--- src/rtl/assert_macros.svh ---
// Assertion shorthands, clocked on the rising edge of clock.
`ifndef ASSERT_MACROS_SVH
`define ASSERT_MACROS_SVH

// Checked only outside reset.
`define ASSERT_SYNC(lbl, prop, msg) \
   lbl: assert property (@(posedge clock) disable iff (reset) prop) else $error(msg);

// Checked on every edge, reset included.
`define ASSERT_ALWAYS(lbl, prop, msg) \
   lbl: assert property (@(posedge clock) prop) else $error(msg);

`endif

--- src/rtl/csq_pkg.sv ---
package csq_pkg;

   localparam int QUEUE_DEPTH = 16;
   localparam int ID_BITS     = 8;
   localparam int FIELD_ID_BITS = 8;
   localparam int TOTAL_BITS  = $clog2(QUEUE_DEPTH + 1);

   localparam logic signed [15:0] COUNT_MIN = 16'sh8000;
   localparam logic signed [15:0] COUNT_MAX = 16'sh7FFF;

   typedef enum logic [1:0] {
      OP_WAIT   = 2'd0,
      OP_SIGNAL = 2'd1,
      OP_REMOVE = 2'd2,
      OP_READ   = 2'd3
   } op_type;

   typedef enum logic [3:0] {
      ST_PROCEED  = 4'd0,
      ST_BLOCKED  = 4'd1,
      ST_REFUSED  = 4'd2,
      ST_WOKE     = 4'd3,
      ST_NONE     = 4'd4,
      ST_REMOVED  = 4'd5,
      ST_NOTFOUND = 4'd6,
      ST_FULL     = 4'd7,
      ST_READ     = 4'd8
   } status_type;

   typedef struct packed {
      logic capture;   // request transfer taken this edge
      logic execute;   // apply op, load response registers
   } ctrl_cmd_type;

   typedef struct packed {
      logic [TOTAL_BITS-1:0] total;
   } dp_stat_type;

   // Low ID_BITS of the id field, zero filled above the field.
   function automatic logic [ID_BITS-1:0] id_from_field(input logic [FIELD_ID_BITS-1:0] f);
      logic [ID_BITS-1:0] r;
      for (int i = 0; i < ID_BITS; i++) begin
         r[i] = (i < FIELD_ID_BITS) ? f[(i < FIELD_ID_BITS) ? i : 0] : 1'b0;
      end
      return r;
   endfunction

   function automatic logic [FIELD_ID_BITS-1:0] id_to_field(input logic [ID_BITS-1:0] v);
      logic [FIELD_ID_BITS-1:0] r;
      for (int i = 0; i < FIELD_ID_BITS; i++) begin
         r[i] = (i < ID_BITS) ? v[(i < ID_BITS) ? i : 0] : 1'b0;
      end
      return r;
   endfunction

endpackage

--- src/rtl/csq_dp.sv ---
module csq_dp (
   input  logic                                 clock,
   input  logic                                 reset,
   input  csq_pkg::ctrl_cmd_type                cmd,
   output csq_pkg::dp_stat_type                 stat,
   input  logic                                 cfg_we,
   input  logic signed [15:0]                   cfg_count,
   output logic signed [15:0]                   init_count,
   input  logic [1:0]                           req_opcode,
   input  logic [csq_pkg::FIELD_ID_BITS-1:0]    req_thread_id,
   input  logic                                 req_may_block,
   output logic [3:0]                           rsp_status,
   output logic [csq_pkg::FIELD_ID_BITS-1:0]    rsp_woken_id,
   output logic signed [15:0]                   rsp_count_now
);

   localparam int DEPTH = csq_pkg::QUEUE_DEPTH;
   localparam int IDW   = csq_pkg::ID_BITS;
   localparam int TW    = csq_pkg::TOTAL_BITS;

   logic signed [15:0] init_ff, init_in;
   logic signed [15:0] count_ff, count_in;
   logic [TW-1:0]      total_ff, total_in;
   logic [IDW-1:0]     queue_ff [DEPTH];
   logic [IDW-1:0]     queue_in [DEPTH];

   // captured item and search result
   csq_pkg::op_type    op_ff, op_in;
   logic [IDW-1:0]     id_ff, id_in;
   logic               blk_ff, blk_in;
   logic [DEPTH-1:0]   match_ff, match_in;

   csq_pkg::status_type status_ff, status_in;
   logic [IDW-1:0]      woken_ff, woken_in;
   logic signed [15:0]  cnow_ff, cnow_in;

   logic [DEPTH-1:0]   after_mask;
   logic               run;
   logic               shift_en, push_en;
   logic [DEPTH-1:0]   shift_mask;
   logic signed [15:0] count_dec, count_inc;

   // parallel compare against every occupied cell
   always_comb begin
      id_in  = csq_pkg::id_from_field(req_thread_id);
      op_in  = csq_pkg::op_type'(req_opcode);
      blk_in = req_may_block;
      for (int i = 0; i < DEPTH; i++) begin
         match_in[i] = (total_ff > TW'(i)) && (queue_ff[i] == id_in);
      end
   end

   // cells at and after the oldest match move down one
   always_comb begin
      run = 1'b0;
      for (int i = 0; i < DEPTH; i++) begin
         run           = run | match_ff[i];
         after_mask[i] = run;
      end
   end

   assign count_dec = (count_ff != csq_pkg::COUNT_MIN) ? count_ff - 16'sd1 : count_ff;
   assign count_inc = (count_ff != csq_pkg::COUNT_MAX) ? count_ff + 16'sd1 : count_ff;

   always_comb begin
      count_in   = count_ff;
      total_in   = total_ff;
      status_in  = status_ff;
      woken_in   = woken_ff;
      shift_en   = 1'b0;
      push_en    = 1'b0;
      shift_mask = after_mask;
      if (cmd.execute) begin
         woken_in = '0;
         case (op_ff)
            csq_pkg::OP_WAIT: begin
               if (blk_ff) begin
                  if (count_dec < 16'sd0) begin
                     if (total_ff >= TW'(DEPTH)) begin
                        status_in = csq_pkg::ST_FULL;
                     end else begin
                        push_en   = 1'b1;
                        total_in  = total_ff + TW'(1);
                        count_in  = count_dec;
                        status_in = csq_pkg::ST_BLOCKED;
                     end
                  end else begin
                     count_in  = count_dec;
                     status_in = csq_pkg::ST_PROCEED;
                  end
               end else begin
                  status_in = (count_ff <= 16'sd0) ? csq_pkg::ST_REFUSED
                                                   : csq_pkg::ST_PROCEED;
               end
            end
            csq_pkg::OP_SIGNAL: begin
               count_in  = count_inc;
               status_in = csq_pkg::ST_NONE;
               if ((count_ff < 16'sd0) && (total_ff != '0)) begin
                  woken_in   = queue_ff[0];
                  shift_en   = 1'b1;
                  shift_mask = '1;
                  total_in   = total_ff - TW'(1);
                  status_in  = csq_pkg::ST_WOKE;
               end
            end
            csq_pkg::OP_REMOVE: begin
               if (|match_ff) begin
                  shift_en  = 1'b1;
                  total_in  = total_ff - TW'(1);
                  status_in = csq_pkg::ST_REMOVED;
               end else begin
                  status_in = csq_pkg::ST_NOTFOUND;
               end
            end
            csq_pkg::OP_READ: begin
               status_in = csq_pkg::ST_READ;
            end
            default: begin
               status_in = csq_pkg::ST_READ;
            end
         endcase
      end
      cnow_in = count_in;
      init_in = init_ff;
      if (cfg_we) begin
         init_in  = cfg_count;
         count_in = cfg_count;
         total_in = '0;
         shift_en = 1'b0;
         push_en  = 1'b0;
      end
   end

   always_comb begin
      for (int i = 0; i < DEPTH; i++) begin
         queue_in[i] = queue_ff[i];
         if (shift_en && shift_mask[i]) begin
            queue_in[i] = queue_ff[(i + 1 < DEPTH) ? i + 1 : i];
         end
         if (push_en && (total_ff == TW'(i))) begin
            queue_in[i] = id_ff;
         end
      end
   end

   always_ff @(posedge clock) begin
      if (reset) begin
         init_ff  <= '0;
         count_ff <= '0;
         total_ff <= '0;
      end else begin
         init_ff  <= init_in;
         count_ff <= count_in;
         total_ff <= total_in;
      end
   end

   always_ff @(posedge clock) begin
      queue_ff <= queue_in;
      if (cmd.capture) begin
         op_ff    <= op_in;
         id_ff    <= id_in;
         blk_ff   <= blk_in;
         match_ff <= match_in;
      end
      if (cmd.execute) begin
         status_ff <= status_in;
         woken_ff  <= woken_in;
         cnow_ff   <= cnow_in;
      end
   end

   assign stat.total    = total_ff;
   assign init_count    = init_ff;
   assign rsp_status    = status_ff;
   assign rsp_woken_id  = csq_pkg::id_to_field(woken_ff);
   assign rsp_count_now = cnow_ff;

endmodule

--- src/rtl/csq_ctrl.sv ---
`include "assert_macros.svh"

module csq_ctrl (
   input  logic                  clock,
   input  logic                  reset,
   input  logic                  req_valid,
   output logic                  req_ready,
   output logic                  rsp_valid,
   input  logic                  rsp_ready,
   output csq_pkg::ctrl_cmd_type cmd,
   input  csq_pkg::dp_stat_type  stat
);

   typedef enum logic {
      S_IDLE,
      S_EXEC
   } state_type;

   state_type state_ff, state_in;
   logic      req_ready_ff, req_ready_in;
   logic      rsp_valid_ff, rsp_valid_in;

   always_comb begin
      cmd.capture  = req_valid && req_ready_ff;
      cmd.execute  = (state_ff == S_EXEC) && (!rsp_valid_ff || rsp_ready);
      state_in     = state_ff;
      req_ready_in = req_ready_ff;
      rsp_valid_in = rsp_valid_ff && !rsp_ready;
      case (state_ff)
         S_IDLE: begin
            if (cmd.capture) begin
               state_in     = S_EXEC;
               req_ready_in = 1'b0;
            end
         end
         S_EXEC: begin
            if (cmd.execute) begin
               state_in     = S_IDLE;
               req_ready_in = 1'b1;
               rsp_valid_in = 1'b1;
            end
         end
         default: begin
            state_in     = S_IDLE;
            req_ready_in = 1'b1;
         end
      endcase
   end

   always_ff @(posedge clock) begin
      if (reset) begin
         state_ff     <= S_IDLE;
         req_ready_ff <= 1'b0;
         rsp_valid_ff <= 1'b0;
      end else begin
         state_ff     <= state_in;
         req_ready_ff <= (state_in == S_IDLE) ? 1'b1 : req_ready_in;
         rsp_valid_ff <= rsp_valid_in;
      end
   end

   assign req_ready = req_ready_ff;
   assign rsp_valid = rsp_valid_ff;

   `ASSERT_SYNC(a_total_bound, stat.total <= csq_pkg::TOTAL_BITS'(csq_pkg::QUEUE_DEPTH), "queue occupancy beyond depth")
   `ASSERT_SYNC(a_no_overwrite, cmd.execute |-> (!rsp_valid_ff || rsp_ready), "response overwritten before transfer")
   `ASSERT_SYNC(a_capture_blocks, cmd.capture |=> (!req_ready_ff && state_ff == S_EXEC), "request taken while busy")
   `ASSERT_ALWAYS(a_reset_quiet, $past(reset) |-> (!rsp_valid_ff && !req_ready_ff), "handshake live after reset")

endmodule

--- src/rtl/counting_semaphore_wait_queue_unit.sv ---
// Counting semaphore with a FIFO wait queue of blocked thread ids.
// Request channel (req_valid/req_ready): opcode, thread_id, may_block.
//   wait (blocking or try), signal, remove waiter, read count.
// Response channel (rsp_valid/rsp_ready): status, woken_id, count_now;
//   exactly one response transfer per request transfer, in order.
// Timing: a request is taken with req_ready high; the op is applied in
//   the execute state once the output register is free, and the
//   response is visible in the cycle after. No new request is taken
//   until the last is applied, when the wait-queue cell chain shifts;
//   the compare of all cells is done at the request transfer edge.
// Stall: a response waiting on rsp_ready does not block the next request
//   transfer; that request holds in its execute cycle until the output
//   register is free.
// Reset (synchronous, active high): count 0, queue empty, initial_count 0.
// APB register 0 (byte address 0): initial_count, 16 bit signed. Writing
//   it reloads the count and empties the queue; write only while idle.
//   Reads return the value sign extended to 32 bits.
module counting_semaphore_wait_queue_unit (
   input  logic                                 clock,
   input  logic                                 reset,
   // request channel
   input  logic                                 req_valid,
   output logic                                 req_ready,
   input  logic [1:0]                           req_opcode,
   input  logic [csq_pkg::FIELD_ID_BITS-1:0]    req_thread_id,
   input  logic                                 req_may_block,
   // response channel
   output logic                                 rsp_valid,
   input  logic                                 rsp_ready,
   output logic [3:0]                           rsp_status,
   output logic [csq_pkg::FIELD_ID_BITS-1:0]    rsp_woken_id,
   output logic signed [15:0]                   rsp_count_now,
   // APB configuration port
   input  logic                                 psel,
   input  logic                                 penable,
   input  logic                                 pwrite,
   input  logic [2:0]                           paddr,
   input  logic [31:0]                          pwdata,
   output logic [31:0]                          prdata,
   output logic                                 pready
);

   csq_pkg::ctrl_cmd_type cmd;
   csq_pkg::dp_stat_type  stat;
   logic                  cfg_hit;
   logic                  cfg_we;
   logic signed [15:0]    init_count;

   // Single word register; paddr[2] set lies beyond it.
   assign cfg_hit = (paddr[2] == 1'b0);
   assign pready  = 1'b1;
   assign cfg_we  = psel && penable && pwrite && pready && cfg_hit;
   assign prdata  = cfg_hit ? {{16{init_count[15]}}, init_count} : '0;

   // Sequencer: takes request transfers, paces execute and response.
   csq_ctrl u_ctrl (
      .clock     (clock),
      .reset     (reset),
      .req_valid (req_valid),
      .req_ready (req_ready),
      .rsp_valid (rsp_valid),
      .rsp_ready (rsp_ready),
      .cmd       (cmd),
      .stat      (stat)
   );

   // Count, wait-queue cell chain and response registers.
   csq_dp u_dp (
      .clock         (clock),
      .reset         (reset),
      .cmd           (cmd),
      .stat          (stat),
      .cfg_we        (cfg_we),
      .cfg_count     (pwdata[15:0]),
      .init_count    (init_count),
      .req_opcode    (req_opcode),
      .req_thread_id (req_thread_id),
      .req_may_block (req_may_block),
      .rsp_status    (rsp_status),
      .rsp_woken_id  (rsp_woken_id),
      .rsp_count_now (rsp_count_now)
   );

endmodule
--- config.mk ---
export PLATFORM = sky130hd
export DESIGN_NAME = counting_semaphore_wait_queue_unit
export DESIGN_NICKNAME = d
export VERILOG_FILES = /design/src/rtl/csq_pkg.sv /design/src/rtl/csq_dp.sv /design/src/rtl/csq_ctrl.sv /design/src/rtl/counting_semaphore_wait_queue_unit.sv
export VERILOG_INCLUDE_DIRS = /design/src /design/src/rtl
export SDC_FILE = /design/constraint.sdc
export NUM_CORES = 1
export LEC_CHECK = 0
export ABC_AREA = 1
export ABC_CLOCK_PERIOD_IN_PS = 3400
export BUFFER_PORTS_ARGS = -buffer_cell sky130_fd_sc_hd__buf_4
export CAP_MARGIN = 40
export CORE_ASPECT_RATIO = 1.5
export CORE_UTILIZATION = 54
export DETAILED_ROUTE_END_ITERATION = 8
export HOLD_SLACK_MARGIN = 0.1
export PLACE_DENSITY_LB_ADDON = 0.3
export SYNTH_ARGS = -nofsm -noshare
export SYNTH_HDL_FRONTEND = slang
export SYNTH_HIERARCHICAL = 1
export SYNTH_SLANG_ARGS = --single-unit
--- constraint.sdc ---
create_clock -name clock -period 3.4 [get_ports clock]
set_input_delay 0.85 -clock clock [delete_from_list [all_inputs] [get_ports clock]]
set_output_delay 0.85 -clock clock [all_outputs]
set_load 0.01 [all_outputs]
==> results of run 1 <==
[registers in the layout, summed over array words and instances, names as in the netlist, 2 cells and up]
signal              count
u_dp/count_ff          16
u_dp/id_ff              8
u_dp/init_count        16
u_dp/match_ff          16
u_dp/op_ff              2
u_dp/queue_ff         128
u_dp/rsp_count_now     16
u_dp/rsp_status         4
u_dp/rsp_woken_id       8
u_dp/stat               5
[where the power goes]
group	internal, uW	total (uW)	switching [uW]
clock network	1380	2400	1020
logic	181	546	365
registers	2970	3000	33.7
[cell type report]
class | count | area [um2] | share of cell area
sequential | 223 | 6296 | 0.4496
multi-input combinational | 1008 | 5290 | 0.3778
clock inverter | 4 | 26.28 | 0.001877
timing repair buffer | 125 | 935.9 | 0.06684
inverter | 112 | 422.9 | 0.03020
clock buffer | 36 | 685.7 | 0.04897
tap | 276 | 345.3 | 0.02466
[worst max-delay path, stage by stage (launching register included)]
cell,delay (ps)
edfxtp_1,410
nor2_1,180
nand2_1,140
nor4_1,280
nand2_1,110
nor2_1,360
nand3_1,130
nand2_1,80
nand2_1,70
nand2_1,80
nor2_2,50
buf_4,180
o21ai_1,130
nand3_1,360
[path summary, 6_finish.rpt]
kind	cells after the start	from	end
max	13	u_dp/match_ff[0]$_DFFE_PP_	u_dp/queue_ff[10]$_DFFE_PP_
min	0	u_dp/id_ff[6]$_DFFE_PP_	u_dp/queue_ff[6]$_DFFE_PP_
max reg2reg	13	u_dp/match_ff[0]$_DFFE_PP_	u_dp/queue_ff[10]$_DFFE_PP_
min reg2reg	0	u_dp/id_ff[6]$_DFFE_PP_	u_dp/queue_ff[6]$_DFFE_PP_
[routing by layer]
layer	vias up	part of all wire	routed length [um]
met5	-	0	0
met4	0	0.061	2079
met3	118	0.053	1802
met2	422	0.52	17570
met1	4788	0.37	12380
li1	4932	-	-
[kinds of logic after synthesis]
kind of cell / Yosys count / share of synthesized area
other: 1 / 0.0002993
buffers and inverters: 196 / 0.07549
adder cells (fa/ha/maj): 13 / 0.01298
AND/OR/NAND/NOR: 688 / 0.2481
AO/OA/AOI/OAI: 220 / 0.1006
XOR/XNOR: 86 / 0.06012
flip-flops: 223 / 0.5025
[stage by stage]
| stage | hold WS, ps | instances |
|---|---|---|
| final | 445.0 | 1784 |
| after global routing | 456.7 | 1784 |
| after CTS | 446.7 | 1784 |
| after detailed placement | 432.9 | 1744 |
| after global placement | 428.0 | 1743 |
| after floorplan | 426.0 | 1427 |
[cell usage in the layout, fill, tap and decap left out, drive strengths merged, types with 36 or more instances in the layout]
cell type  instances
buf              125
clkbuf            36
dfxtp             40
edfxtp           183
inv              107
nand2            429
nand3             70
nand4             43
nor2              99
o21ai            161
xnor2             58
==> flow_summary.ini, run 1 <==
[yosys]
ys.flop_type = edfxtp_1
synth_area_um2 = 12530
yosys.area.top_type = edfxtp_1
synthTopCellsByArea = edfxtp_1 (44%), nand2_1 (13%), dfxtp_1 (6.4%), xnor2_1 (4.1%), o21ai_0 (3.0%)
yosysSeqAreaShare = 0.5025
synth_cells = 1427
yosys-top-cells-count = nand2_1 (421), edfxtp_1 (183), inv_1 (97), nor2_1 (85), o21ai_0 (75)
synth_top_area_frac = 0.4386
synth-edff-count = 183
ys_async_sr_fraction = 0
yosysWarnings = 6
yosys.cell_count.top_type = nand2_1
syn_avg_cell_area_um2 = 8.780
synth_seq_cells = 223
synth_nets = 1493
synth.distinct_cells = 56

[clock_network]
cts_buffers = 22
htreeDepth = 1
root_buffer = clkbuf_16
tritoncts = done
clock_latency_ps = 510
cts_setup_buffers = 0
holdBufCountCts = 0
cts_max_path_buffers = 3
cts-resized-gates = 0
path_clk_slew_ps = 60
clock_sinks = 223

[final_layout]
diodes = 0
post-route-util = 0.6209
areaGrowthSynthToFinish_pct = 11.75
stdcell_area_um2 = 14000
final_nets = 1558
nFillCells = 1935
final_layout_size_suffix_gt1_frac = 0.1545

[critical_path]
worstSetupPathType = register to register
cp_data_arrival_time_ps = 3070
crit_path_end_kind = register
regToRegSetupSlack_ps = 470
crit_required_ps = 3530
cp-start-kind = register
worstPathMaxFanout = 13

[global_route]
track_usage = 0.2851
grt.overflow.total = 0
antenna_found_initial = 0
grt_util_met2 = 0.5274
grt_use_met3 = 0.03294
grt_max_degree = 46
grt.busiest_layer = met2
grt_use_met1 = 0.3107
grt_pass1_vias = 9844
grt_pass1_wl_um = 52300

[placed_design]
portBuffers = 96
place_hpwl_um = 24320
placed_area_um2 = 13290
place_congestion = 0.9543
pre_cts_ws_ps = 423.4

[routing]
drt-total-wl_um = 33830
drc = 0
drtIter0Drc = 1170
drt-vias-per-instance = 5.751
firstDrtPassIters = 6
ant_nets = 0
routedWlPerCell_um = 18.96
num_vias = 10260

[power_and_ir_drop]
cellPowerDensity_nw_per_um2 = 424.9
irDropWorstVdd_uv = 381.0
power_uw = 5949
p_leak_uw = 0.005964

[sta]
finalSetupTns_ps = 0
rsz0062_at_grt = false
worst_slack_ps = 469.0
slew_viol_final = 0
fin_crit_ps = 2931
setup-violations-final = 0
relSlewSlack = 0.4589
max_freq_mhz = 341.2
min_period_over_period = 0.8621
worst_pin_slew_ps = 810.8
fin_skew_ps = 8.735
hold_violations = 0

[floorplan]
die_y_um = 188.6
io-pin-count = 116
fp-row-count = 67
die_area_um2 = 23830
fp.dieW_um = 126.4
core_um2 = 22550
start_util = 0.5556

[flow_run]
drv_cap = 0

[hold_path]
min_path_type = register to register

[outcome]
outcome = complete, no violations
Power figures use the tool's default switching activity.
==> inputs of run 2 (changes only) <==
CELL_PAD_IN_SITES_DETAIL_PLACEMENT = 1   (was default)
CELL_PAD_IN_SITES_GLOBAL_PLACEMENT = 2   (was default)
CORE_UTILIZATION = 34   (was 54)
==> run 2 against run 1 <==
- power rose by 8.6%
- global-route usage fell by 5.9 points
- sequential share of layout area fell by 1.9 points
- non-clock buffer count rose by 19
- register-to-register slack got worse by 80 ps
- via count rose by 0.31%
- critical path depth fell by 1
- wire length rose by 26%
==> flow_summary.ini, run 2 (synthesis gave the netlist of run 1 again) <==
[outcome]
outcome = complete, no violations

[clock_network]
root_buffer = clkbuf_16
path_clk_slew_ps = 70
holdBufCountCts = 0
clock_latency_ps = 550
cts_setup_buffers = 0
htreeDepth = 1
cts-resized-gates = 0
clock_sinks = 223
cts_max_path_buffers = 3
cts_buffers = 25
tritoncts = done

[placed_design]
portBuffers = 96
place_congestion = 0.8512
dp.cells = 1965
pre_cts_ws_ps = 382.3
placed_area_um2 = 13760
place_hpwl_um = 31590

[final_layout]
areaGrowthSynthToFinish_pct = 16.67
largest_reg_flops = 128
final_layout_size_suffix_gt1_frac = 0.1709
layout_common_cells = nand2_1 (421), edfxtp_1 (183), buf_4 (137)
final_nets = 1580
regMostFlops = u_dp/queue_ff
final_common_cell = nand2_1
stdcell_area_um2 = 14620
seqCellArea_um2 = 6296
multi_input_area_um2 = 5290
diodes = 0
nFillCells = 4217
layout.cells.non_filler = 2011

[critical_path]
path_cells = nor2_1 -> nand2_1 -> nor4_1 -> nand2_1 -> nor2_1 -> nand2_1 -> nor2_1 -> nand2_1 -> nor2_1 -> nand2_1 -> o21ai_1 -> nand3_1
worstSetupPathType = register to register
worstPathMaxFanout = 8
crit_family = simple AND/OR/NAND/NOR gates
cpMaxStageDelayCell = edfxtp_1
slowest_delay_ps = 400
cp-start-kind = register
cpMostUsedCell = nand2_1
crit_required_ps = 3590
critical_path_buf_inv_count = 0
crit_path_end_kind = register
cp_data_arrival_time_ps = 3200

[floorplan]
die_area_um2 = 37640
die_y_um = 237.1
io-pin-count = 116
core_um2 = 36050
start_util = 0.3475
fp-row-count = 85
fp.dieW_um = 158.7

[routing]
ant_nets = 0
routedWlPerCell_um = 21.18
drtIter0Drc = 549
firstDrtPassIters = 5
num_vias = 10290
drc = 0
drt-vias-per-instance = 5.118
drt-total-wl_um = 42600

[flow_run]
drv_cap = 0

[power_and_ir_drop]
irDropWorstVdd_uv = 286.6
power_uw = 6462
p_leak_uw = 0.006157
cellPowerDensity_nw_per_um2 = 442.1

[global_route]
grt_pass1_vias = 10740
grt_max_degree = 40
grt.overflow.total = 0
antenna_found_initial = 0
track_usage = 0.2257
grt_use_met1 = 0.2353
grt_use_met3 = 0.02312
grt_pass1_wl_um = 64090
grt.busiest_layer = met2
grt_util_met2 = 0.4462

[sta]
worst_slack_ps = 392.6
slew_viol_final = 0
relSlewSlack = 0.4242
fin_crit_ps = 3007
worst_pin_slew_ps = 862.7
rsz0062_at_grt = false
hold_violations = 0
finalSetupTns_ps = 0
max_freq_mhz = 332.5
fin_skew_ps = 12.84
min_period_over_period = 0.8845
setup-violations-final = 0

[hold_path]
min_path_type = register to register
## run 2: per-layer routing
layer,vias to the layer above,part of all wire
met4,0,0.042
met1,5020,0.38
met5,-,0
met3,77,0.030
met2,214,0.55
li1,4981,-
## run 2: power breakdown
part | switching (uW) | leakage, uW | total [uW] | internal [uW]
clock network | 1180 | 0.000420 | 2860 | 1670
logic | 404 | 0.00372 | 601 | 197
registers | 34.2 | 0.00201 | 3000 | 2970
total | 1620 | 0.00616 | 6460 | 4840
## run 2: worst paths after layout
path	depth (start not counted)	slack (ps)	from	to
worst max-delay path	12	390	u_dp/match_ff[0]$_DFFE_PP_	u_dp/queue_ff[14]$_DFFE_PP_
worst min-delay path	0	450	u_dp/id_ff[4]$_DFFE_PP_	u_dp/queue_ff[4]$_DFFE_PP_
worst max register to register	12	390	u_dp/match_ff[0]$_DFFE_PP_	u_dp/queue_ff[14]$_DFFE_PP_
worst min register to register	0	450	u_dp/id_ff[4]$_DFFE_PP_	u_dp/queue_ff[4]$_DFFE_PP_
## run 2: through the flow
step                hold slack, ps  utilization
floorplan                    426.0            -
global placement             426.7       0.3788
detailed placement           433.2       0.3817
CTS                          446.8       0.4054
global route                 449.1       0.4054
finish                       450.5       0.4054
## run 2: area by class of cell
| type | count | share of cell area |
|---|---|---|
| Sequential cell | 223 | 0.4307 |
| Timing Repair Buffer | 144 | 0.07892 |
| Tap cell | 478 | 0.04091 |
| Multi-Input combinational cell | 1008 | 0.3619 |
| Clock buffer | 28 | 0.04357 |
| Clock inverter | 18 | 0.01506 |
| Inverter | 112 | 0.02893 |
## run 2: worst register-to-register path: stages (launching register included)
cell and delay, ps:
edfxtp_1 400, nor2_1 210, nand2_1 160, nor4_1 260, nand2_1 130, nor2_1 400, nand2_1 200, nor2_1 140
nand2_1 80, nor2_1 90, nand2_1 80, o21ai_1 170, nand3_1 340
==> inputs of run 3 (changes only) <==
CELL_PAD_IN_SITES_DETAIL_PLACEMENT = default   (was 1)
CELL_PAD_IN_SITES_GLOBAL_PLACEMENT = default   (was 2)
CORE_UTILIZATION = 54   (was 34)
RECOVER_POWER = 50   (was default)
==> run 3 against run 2 <==
- the run now ends with max-capacitance violations, max-slew violations left
- count of clock-buffer cells in the layout is 8 higher
- highest routed layer unchanged
- cell area decreased by 6.5%
- wire length decreased by 20%
- global-route usage increased by 5.9 points
- die area shrank 37%
- register-to-register slack better by 20 ps
- flip-flop and latch count did not move
- worst setup slack worse by 66 ps
==> flow_summary.ini, run 3 (synthesis gave the netlist of run 1 again) <==
[routing]
route.met2.wl_um = 17650
routedWlPerCell_um = 19.10
num_vias = 10280
drt-total-wl_um = 34070
top_layer = met4
firstDrtPassIters = 6
ant_nets = 0
wl_met1_um = 12440
drtIter0Drc = 1153
drc = 0
drt-vias-per-instance = 5.765
dr_wl_met3_um = 1929

[final_layout]
nFillCells = 2003
layout_common_cells = nand2_1 (427), edfxtp_1 (183), o21ai_0 (111)
final_layout_size_suffix_gt1_frac = 0.09947
multi_input_area_um2 = 5220
diodes = 0
areaGrowthSynthToFinish_pct = 9.118
regMostFlops = u_dp/queue_ff
stdcell_area_um2 = 13670
final_nets = 1558
final_common_cell = nand2_1
seqCellArea_um2 = 6296
largest_reg_flops = 128

[sta]
min_period_over_period = 0.9040
fin_hold_ws_ps = 444.0
fin_skew_ps = 10.32
hold_violations = 0
relSlewSlack = -0.2089
slew_viol_final = 28
max_freq_mhz = 325.4
worst_pin_slew_ps = 1813
fin_crit_ps = 3074
rsz0062_at_grt = false
setup-violations-final = 0
finalSetupTns_ps = 0

[clock_network]
cts_buffers = 22
tritoncts = done
path_clk_slew_ps = 60
cts_setup_buffers = 0
clock_latency_ps = 510
clock_sinks = 223
root_buffer = clkbuf_16
holdBufCountCts = 0
cts-resized-gates = 0
cts_max_path_buffers = 3
htreeDepth = 1

[outcome]
violations = max-capacitance violations, max-slew violations
outcome = finished with violations

[floorplan]
die_area_um2 = 23830
start_util = 0.5556
core_um2 = 22550
die_y_um = 188.6
fp-row-count = 67
fp.dieW_um = 126.4
io-pin-count = 116

[placed_design]
place_congestion = 0.9543
portBuffers = 96
place_hpwl_um = 24320
placed_area_um2 = 13290

[global_route]
grt.overflow.total = 0
grt_pass1_vias = 9844
grt_pass1_wl_um = 52300
track_usage = 0.2851
grt_max_degree = 46
antenna_found_initial = 0

[flow_run]
drv_cap = 1

[critical_path]
crit_path_end_kind = register
worstSetupPathType = input pin to register
cp-start-kind = input pin
worstPathMaxFanout = 15
cp_data_arrival_time_ps = 3370
crit_required_ps = 3690

[power_and_ir_drop]
power_uw = 5926
cellPowerDensity_nw_per_um2 = 433.4
p_leak_uw = 0.005624
irDropWorstVdd_uv = 385.6

[hold_path]
min_path_type = register to register
## run 3: stage by stage
stage               utilization  cells  worst slack, ps
floorplan                     -   1427            13.17
global placement         0.5891   1743            496.2
detailed placement       0.5894   1744            423.4
CTS                      0.6209   1784            532.4
global route             0.6063   1784            146.0
finish                   0.6063   1784            326.5
## run 3: critical path, stage by stage
cell and delay, ps:
clkbuf_1 900, clkinv_1 800, a221oi_1 440, nand2_1 100
a2111oi_0 270
## run 3: power by group
group	switching, uW	internal [uW]
sequential	33.6	2970
combinational	358	161
clock	1020	1380
## run 3: routing by layer
metal | global-route usage | vias up
li1 | - | 4922
met1 | 0.3107 | 4822
met2 | 0.5274 | 422
met3 | 0.03294 | 118
met4 | 0.1682 | 0
met5 | 0 | -
## run 3: cell type report
type | count | area share
Sequential cell | 223 | 0.4605
Multi-Input combinational cell | 1008 | 0.3818
Clock buffer | 36 | 0.05015
Timing Repair Buffer | 125 | 0.04942
Inverter | 112 | 0.03093
Tap cell | 276 | 0.02526
Clock inverter | 4 | 0.001922
## run 3: path summary, 6_finish.rpt
| check | from | endpoint | depth (start not counted) | slack, ps |
|---|---|---|---|---|
| max reg2reg | u_dp/count_ff[4]$_SDFF_PP0_ | u_dp/count_ff[2]$_SDFF_PP0_ | 15 | 410 |
| min | u_dp/id_ff[6]$_DFFE_PP_ | u_dp/queue_ff[6]$_DFFE_PP_ | 0 | 440 |
| max | req_thread_id[7] | u_dp/match_ff[15]$_DFFE_PP_ | 5 | 330 |
| min reg2reg | u_dp/id_ff[6]$_DFFE_PP_ | u_dp/queue_ff[6]$_DFFE_PP_ | 0 | 440 |
